$ cat src/rtl/ddp_pkg.sv
// ----------------------------------------------------------------------------
// Door drive position package
// Shared types and constants for the door drive position machine: the
// state encoding, the request and response beat layouts and the register map.
// ----------------------------------------------------------------------------
package ddp_pkg;

   // Widths of the speed path.
   localparam int MAG_WIDTH   = 10;
   localparam int SPEED_WIDTH = 11;
   localparam int SW_COUNT    = 4;

   // Register map of the configuration port.
   localparam int CSR_INDEX_WIDTH = 1;
   localparam int CSR_DATA_WIDTH  = MAG_WIDTH;

   localparam logic [CSR_INDEX_WIDTH-1:0] CSR_SLOW_SPEED = 1'b0;
   localparam logic [CSR_INDEX_WIDTH-1:0] CSR_FAST_SPEED = 1'b1;

   localparam logic [MAG_WIDTH-1:0] SLOW_SPEED_RESET = 10'd200;
   localparam logic [MAG_WIDTH-1:0] FAST_SPEED_RESET = 10'd600;

   // Door position machine states.
   typedef enum logic [3:0] {
      ST_INIT    = 4'd0,
      ST_UNSURE  = 4'd1,
      ST_CLOSED  = 4'd2,
      ST_NEG     = 4'd3,
      ST_ACCNEG  = 4'd4,
      ST_DECNEG  = 4'd5,
      ST_OPEN    = 4'd6,
      ST_POS     = 4'd7,
      ST_ACCPOS  = 4'd8,
      ST_DECPOS  = 4'd9
   } door_state_type;

   // Request beat: one switch sample and a direction request.
   typedef struct packed {
      logic switch_one;
      logic switch_two;
      logic switch_three;
      logic switch_four;
      logic direction;
   } req_type;

   // Response beat: speed command and machine state after the tick.
   typedef struct packed {
      logic signed [SPEED_WIDTH-1:0] drive_speed;
      logic [3:0]                    door_state;
   } rsp_type;

   // Machine state carried from one tick to the next.
   typedef struct packed {
      door_state_type                state;
      logic [SW_COUNT-1:0]           prev_switches;
      logic signed [SPEED_WIDTH-1:0] speed;
   } ctx_type;

endpackage

$ cat src/rtl/ddp_next_state.sv
// ----------------------------------------------------------------------------
// Door drive next state
// Combinational step of the position machine: from the current context and
// one switch sample it forms the next state, speed and switch history.
// ----------------------------------------------------------------------------
module ddp_next_state (
   input  ddp_pkg::ctx_type              cur,
   input  ddp_pkg::req_type              req,
   input  logic [ddp_pkg::MAG_WIDTH-1:0] slow_speed,
   input  logic [ddp_pkg::MAG_WIDTH-1:0] fast_speed,
   output ddp_pkg::ctx_type              nxt
);

   logic [ddp_pkg::SW_COUNT-1:0]           sw;
   logic [ddp_pkg::SW_COUNT-1:0]           ch;
   logic                                   d0;
   logic                                   d1;
   logic signed [ddp_pkg::SPEED_WIDTH-1:0] slow_pos;
   logic signed [ddp_pkg::SPEED_WIDTH-1:0] slow_neg;
   logic signed [ddp_pkg::SPEED_WIDTH-1:0] fast_pos;
   logic signed [ddp_pkg::SPEED_WIDTH-1:0] fast_neg;
   ddp_pkg::door_state_type                state_next;
   logic signed [ddp_pkg::SPEED_WIDTH-1:0] speed_next;

   // Switch levels, zone changes and direction.
   assign sw = {req.switch_four, req.switch_three, req.switch_two, req.switch_one};
   assign ch = sw ^ cur.prev_switches;
   assign d1 = req.direction;
   assign d0 = ~req.direction;

   // Signed speed commands from the magnitude registers.
   assign slow_pos = $signed({1'b0, slow_speed});
   assign fast_pos = $signed({1'b0, fast_speed});
   assign slow_neg = -slow_pos;
   assign fast_neg = -fast_pos;

   // Next state. Later rules override earlier ones, as in the rule lists.
   always_comb begin
      state_next = cur.state;
      case (cur.state)
         ddp_pkg::ST_INIT: begin
            if (sw == '0) state_next = ddp_pkg::ST_UNSURE;
         end
         ddp_pkg::ST_UNSURE: begin
            if (d0 && ch[0]) state_next = ddp_pkg::ST_CLOSED;
            if (d1 && ch[0]) state_next = ddp_pkg::ST_NEG;
            if (d1 && ch[1]) state_next = ddp_pkg::ST_ACCNEG;
            if (d1 && ch[2]) state_next = ddp_pkg::ST_DECNEG;
            if (d1 && ch[3]) state_next = ddp_pkg::ST_OPEN;
            if (d0 && ch[3]) state_next = ddp_pkg::ST_POS;
            if (d0 && ch[2]) state_next = ddp_pkg::ST_ACCPOS;
            if (d0 && ch[1]) state_next = ddp_pkg::ST_DECPOS;
         end
         ddp_pkg::ST_CLOSED: begin
            if (d1) state_next = ddp_pkg::ST_NEG;
         end
         ddp_pkg::ST_NEG: begin
            if (d1 && ch[1]) state_next = ddp_pkg::ST_ACCNEG;
            if (d0) state_next = ddp_pkg::ST_DECPOS;
         end
         ddp_pkg::ST_ACCNEG: begin
            if (d1 && ch[2]) state_next = ddp_pkg::ST_DECNEG;
            if (d0) state_next = ddp_pkg::ST_ACCPOS;
         end
         ddp_pkg::ST_DECNEG: begin
            if (d1 && ch[3]) state_next = ddp_pkg::ST_OPEN;
            if (d0) state_next = ddp_pkg::ST_POS;
         end
         ddp_pkg::ST_OPEN: begin
            if (d0) state_next = ddp_pkg::ST_POS;
         end
         ddp_pkg::ST_POS: begin
            if (d0 && ch[2]) state_next = ddp_pkg::ST_ACCPOS;
            if (d1) state_next = ddp_pkg::ST_DECNEG;
         end
         ddp_pkg::ST_ACCPOS: begin
            if (d0 && ch[1]) state_next = ddp_pkg::ST_DECPOS;
            if (d1) state_next = ddp_pkg::ST_ACCNEG;
         end
         ddp_pkg::ST_DECPOS: begin
            if (d0 && ch[0]) state_next = ddp_pkg::ST_CLOSED;
            if (d1) state_next = ddp_pkg::ST_NEG;
         end
         default: begin
            state_next = cur.state;
         end
      endcase
   end

   // Speed follows the state at the start of the tick; init and unknown hold it.
   always_comb begin
      case (cur.state)
         ddp_pkg::ST_CLOSED,
         ddp_pkg::ST_OPEN:   speed_next = '0;
         ddp_pkg::ST_NEG,
         ddp_pkg::ST_DECNEG: speed_next = slow_neg;
         ddp_pkg::ST_ACCNEG: speed_next = fast_neg;
         ddp_pkg::ST_POS,
         ddp_pkg::ST_DECPOS: speed_next = slow_pos;
         ddp_pkg::ST_ACCPOS: speed_next = fast_pos;
         default:            speed_next = cur.speed;
      endcase
   end

   assign nxt.state         = state_next;
   assign nxt.prev_switches = sw;
   assign nxt.speed         = speed_next;

endmodule

$ cat src/rtl/door_drive_position_fsm.sv
// ----------------------------------------------------------------------------
// Door drive position machine
// Steps a ten-state door position machine once per switch sample and returns
// the signed drive speed and the new state.
// ----------------------------------------------------------------------------
// Usage:
//   Each request beat carries one sample of the four position switches and
//   the direction request. Each request beat yields exactly one response beat
//   with the drive speed command and the machine state after that tick.
//   The slow and fast speed magnitudes are written through the csr_ port
//   (index 0 slow, index 1 fast) while no beat is in flight.
// Pipeline and throughput:
//   A beat is captured in an input register, stepped through the machine
//   and lands in the response register. One beat is taken per cycle while
//   rsp_ready stays high, set by the single state update per cycle.
// Reset:
//   Synchronous reset puts the machine in init, clears the switch history
//   and the held speed, loads the default speeds and empties both registers.
// Stalls:
//   When the receiver holds rsp_ready low, the response register keeps its
//   beat and the input register can still take one more request; req_ready
//   drops only when both are full.
// ----------------------------------------------------------------------------
module door_drive_position_fsm (
   input  logic                                  clock,
   input  logic                                  reset,
   input  logic                                  req_valid,
   output logic                                  req_ready,
   input  ddp_pkg::req_type                      req_payload,
   output logic                                  rsp_valid,
   input  logic                                  rsp_ready,
   output ddp_pkg::rsp_type                      rsp_payload,
   input  logic                                  csr_write_enable,
   input  logic [ddp_pkg::CSR_INDEX_WIDTH-1:0]   csr_index,
   input  logic [ddp_pkg::CSR_DATA_WIDTH-1:0]    csr_wdata
);

   logic                          in_valid_ff;
   ddp_pkg::req_type              in_data_ff;
   logic                          out_valid_ff;
   ddp_pkg::rsp_type              out_data_ff;
   ddp_pkg::ctx_type              ctx_ff;
   ddp_pkg::ctx_type              ctx_in;
   logic [ddp_pkg::MAG_WIDTH-1:0] slow_speed_ff;
   logic [ddp_pkg::MAG_WIDTH-1:0] fast_speed_ff;
   logic                          step;

   // The input beat is stepped when the response register is free or draining.
   assign step      = in_valid_ff && (!out_valid_ff || rsp_ready);
   assign req_ready = !in_valid_ff || step;

   // Configuration registers.
   always_ff @(posedge clock) begin
      if (reset) begin
         slow_speed_ff <= ddp_pkg::SLOW_SPEED_RESET;
         fast_speed_ff <= ddp_pkg::FAST_SPEED_RESET;
      end else if (csr_write_enable) begin
         if (csr_index == ddp_pkg::CSR_SLOW_SPEED) slow_speed_ff <= csr_wdata;
         if (csr_index == ddp_pkg::CSR_FAST_SPEED) fast_speed_ff <= csr_wdata;
      end
   end

   // Input register.
   always_ff @(posedge clock) begin
      if (reset) begin
         in_valid_ff <= 1'b0;
      end else if (req_ready) begin
         in_valid_ff <= req_valid;
      end
   end

   always_ff @(posedge clock) begin
      if (req_valid && req_ready) begin
         in_data_ff <= req_payload;
      end
   end

   // Machine step.
   ddp_next_state u_next_state (
      .cur        (ctx_ff),
      .req        (in_data_ff),
      .slow_speed (slow_speed_ff),
      .fast_speed (fast_speed_ff),
      .nxt        (ctx_in)
   );

   // Machine context, updated once per stepped beat.
   always_ff @(posedge clock) begin
      if (reset) begin
         ctx_ff.state         <= ddp_pkg::ST_INIT;
         ctx_ff.prev_switches <= '0;
         ctx_ff.speed         <= '0;
      end else if (step) begin
         ctx_ff <= ctx_in;
      end
   end

   // Response register.
   always_ff @(posedge clock) begin
      if (reset) begin
         out_valid_ff <= 1'b0;
      end else if (step) begin
         out_valid_ff <= 1'b1;
      end else if (rsp_ready) begin
         out_valid_ff <= 1'b0;
      end
   end

   always_ff @(posedge clock) begin
      if (step) begin
         out_data_ff.drive_speed <= ctx_in.speed;
         out_data_ff.door_state  <= ctx_in.state;
      end
   end

   assign rsp_valid   = out_valid_ff;
   assign rsp_payload = out_data_ff;

endmodule

$ cat config.mk
export PLATFORM = sky130hd
export DESIGN_NAME = door_drive_position_fsm
export DESIGN_NICKNAME = d
export VERILOG_FILES = /design/src/rtl/ddp_pkg.sv /design/src/rtl/ddp_next_state.sv /design/src/rtl/door_drive_position_fsm.sv
export SDC_FILE = /design/constraint.sdc
export NUM_CORES = 1
export LEC_CHECK = 0
export BUFFER_PORTS_ARGS = -buffer_cell sky130_fd_sc_hd__buf_4
export CORE_MARGIN = 1.5
export CORE_UTILIZATION = 33
export CTS_BUF_LIST = sky130_fd_sc_hd__clkbuf_2
export CTS_CLUSTER_DIAMETER = 50
export CTS_CLUSTER_SIZE = 28
export DETAILED_ROUTE_END_ITERATION = 16
export GPL_TIMING_DRIVEN = 0
export SLEW_MARGIN = 20
export SYNTH_ARGS = -nofsm -noshare
export SYNTH_HDL_FRONTEND = slang
export SYNTH_HIERARCHICAL = 1
export SYNTH_SLANG_ARGS = --single-unit
$ cat constraint.sdc
create_clock -name clock -period 1.8 [get_ports clock]
set_input_delay 0.27 -clock clock [delete_from_list [all_inputs] [get_ports clock]]
set_output_delay 0.27 -clock clock [all_outputs]
set_load 0.02 [all_outputs]
==> results.json <==
{
  "antenna_found_initial": 0,
  "synthAdderAreaFrac_pct": 0.723,
  "hpwl_mm": 6.38,
  "switchingPower_uw": 817,
  "p_comb_share_pct": 15.8,
  "drive_above_1_share_pct": 31.6,
  "placed_area_um2": 3920,
  "finalSetupViolCount": 11,
  "num_antenna_cells": 0,
  "end_kind": "flop",
  "slew_viol_final": 0,
  "grt.overflow.total": 0,
  "tns_ps": -1710,
  "avgViaCountPerCell": 5.09,
  "synthMuxAreaShare_pct": 5.49,
  "track_usage_pct": 17.5,
  "drv_cap": 0,
  "synth_nets": 418,
  "initial_core_util_pct": 33.8,
  "synth.area.top_cells": "dfxtp_1, edfxtp_1, nand2b_1",
  "synth-edff-count": 20,
  "dieArea_um2": 11100,
  "timing.fmax_mhz": 474,
  "synthToLayoutAreaGrowth_pct": 36.0,
  "place.gp.congestion": 0.913,
  "drt_iter0_drc": 282,
  "rows": 37,
  "wl_per_cell_um": 15.1,
  "timing.final.hold_violations": 0,
  "power.leakage_uw": 0.00175,
  "io_buffers": 37,
  "async_reset_ff_share_pct": 0,
  "violations": "negative setup slack",
  "die_w_um": 105,
  "finalCriticalPeriod_ps": 2110,
  "grt_pass1_vias": 3020,
  "numCtsBuffers": 9,
  "period_share_pct": 117,
  "setup_ws_ps": -311,
  "synth_compound_area_share_pct": 16.2,
  "synthXorXnorAreaFrac_pct": 4.55,
  "final_cell_mix": "buf_4, nand2_1, nand2b_1",
  "synth_area_per_cell_um2": 8.76,
  "worst_pin_slew_ps": 484,
  "die_y_um": 105,
  "nets": 499,
  "first_pass_iters": 4,
  "p_per_area_nw_per_um2": 631,
  "clk_path_buf_depth": 2,
  "via_count": 3138,
  "worstPathRequired_ps": 2080,
  "design_area_um2": 4710,
  "worstSetupPathType": "reg2reg",
  "fillers": 1026,
  "cts_num_sinks": 61,
  "path_clk_slew_ps": 180,
  "rsz0062_at_grt": "true",
  "crit_fanout": 4,
  "ys.flop_type": "dfxtp_1",
  "outcome": "complete, but fails checks",
  "synth_top_family_by_area": "simple AND/OR/NAND/NOR gates",
  "p_clk_share_pct": 32.7,
  "skew_ps": 18.7,
  "io_pins": 38,
  "p_sw_share_pct": 27.5,
  "clkLatencyLatePin_ps": 480,
  "intPower_uw": 2160,
  "grt_pass1_wl_mm": 15.4,
  "synth_top_area_share_pct": 23.7,
  "ys_seq_area_share_pct": 41.1,
  "syn-instance-count": 395,
  "wirelength_mm": 9.30,
  "clockRootBuffer": "clkbuf_2",
  "max_slew_margin_pct": 67.7,
  "cts_tree": "built",
  "synth.cell_area_um2": 3460,
  "cp-start-kind": "flop",
  "drc": 0,
  "vdd_drop_max_uv": 362,
  "synth_cell_type_count": 56,
  "yosysWarnings": 6,
  "detail-route-antenna-nets": 0,
  "grt_max_degree": 25,
  "htree_levels": 3,
  "synth-simple-area-share_pct": 26.0,
  "seqPwrFrac_pct": 51.5,
  "layout_commonest_cell": "buf_4",
  "ys_ff_latch": 61,
  "coreArea_um2": 10200,
  "yosys.area.top_type": "dfxtp_1",
  "final_core_util_pct": 46.0,
  "cp_data_arrival_time_ps": 2390,
  "timing.hold.ws_ps": 86.8,
  "min_path_type": "in2reg"
}
layout make-up:
| type | instances | area [µm²] | share of cell area [%] |
|---|---|---|---|
| Buffer | 25 | 166 | 3.53 |
| Clock buffer | 9 | 45.0 | 0.957 |
| Clock inverter | 7 | 88.8 | 1.89 |
| Inverter | 16 | 62.6 | 1.33 |
| Multi-Input combinational cell | 292 | 2140 | 45.4 |
| Sequential cell | 61 | 1460 | 30.9 |
| Tap cell | 136 | 170 | 3.61 |
| Timing Repair Buffer | 71 | 581 | 12.3 |
worst max-delay path, stage by stage, from the launching register on:
cell and delay, ps:
dfxtp_4 380, or4_4 550, or3_4 370, nor4_4 150
xnor2_1 170, o221ai_2 140, buf_4 150
logic make-up after synthesis:
group / Yosys count
AND/OR/NAND/NOR: 168
buffers and inverters: 42
multiplexers: 19
XOR/XNOR: 18
flip-flops: 61
AO/OA/AOI/OAI: 85
adder cells (fa/ha/maj): 2
metrics by stage:
stage | worst slack (ps) | total power (µW) | instances
6_report | -311 | 2970 | 617
5_1_grt | -365 | 3120 | 617
4_1_cts | -229 | 2940 | 607
3_5_place_dp | -391 | 1920 | 568
3_3_place_gp | -433 | 1910 | 568
2_1_floorplan | -99.7 | 1780 | 395
metal layers:
metal  track usage [%]  vias to the layer above  wire length, µm
li1                  -                     1551                -
met1              24.1                     1476             4390
met2              26.6                       92             4230
met3              2.84                       19              434
met4              8.22                        0              247
met5                 0                        -                0
synthesized netlist by cell type (2+ instances only):
library cell	n
buf_1	2
a21oi_1	22
nand3b_1	9
nand2b_1	41
clkbuf_1	11
o2bb2ai_1	2
a221oi_1	6
nand4_1	2
nor2_1	21
o21ai_0	22
o41ai_1	2
a22oi_1	2
o21a_1	2
dfxtp_1	41
inv_1	16
or4_1	2
o31ai_1	3
nor4_1	7
nand3_1	3
o22a_1	3
a21o_1	2
edfxtp_1	20
buf_4	5
xor2_1	6
xnor2_1	12
a211oi_1	2
nor2b_4	2
nand2_1	54
buf_2	5
buf_6	3
mux2i_1	19
ha_1	2
nor2b_1	5
a221o_1	2
o211ai_1	3
nor3_1	12
a31oi_1	3
flip-flops by register name, summed over array words and instances, names as in the netlist:
register,count
ctx_ff,19
rsp_payload,15
fast_speed_ff,10
slow_speed_ff,10
in_data_ff,5
in_valid_ff,1
rsp_valid,1
repair_timing:
item / in CTS / in global routing
endpoints found under the hold margin: 26 / 0
setup endpoints to repair: 29 / 26
pin swaps: 6 / 8
cloned: 0 / 0
resized for setup: 46 / 53
buffers inserted: 8 / 10
hold buffers: 16 / 0
power by group through the flow:
stage	registers [µW]	clock network (µW)	logic, µW
after floorplan	1560	0	221
after global placement	1560	0	354
after detailed placement	1560	0	358
after CTS	1530	998	415
after global routing	1540	1060	514
final	1530	971	469
path summary, 6_finish.rpt:
path	startpoint	end	slack, ps	cells after the start
worst max-delay path	fast_speed_ff[3]$_SDFFE_PP1P_	rsp_payload[13]$_DFFE_PP_	-310	6
worst min-delay path	rsp_ready	rsp_valid$_SDFFE_PP0P_	90	4
worst max register to register	fast_speed_ff[3]$_SDFFE_PP1P_	rsp_payload[13]$_DFFE_PP_	-310	6
worst min register to register	ctx_ff[9]$_SDFFE_PP0P_	ctx_ff[9]$_SDFFE_PP0P_	490	2
Power figures use the tool's default switching activity.
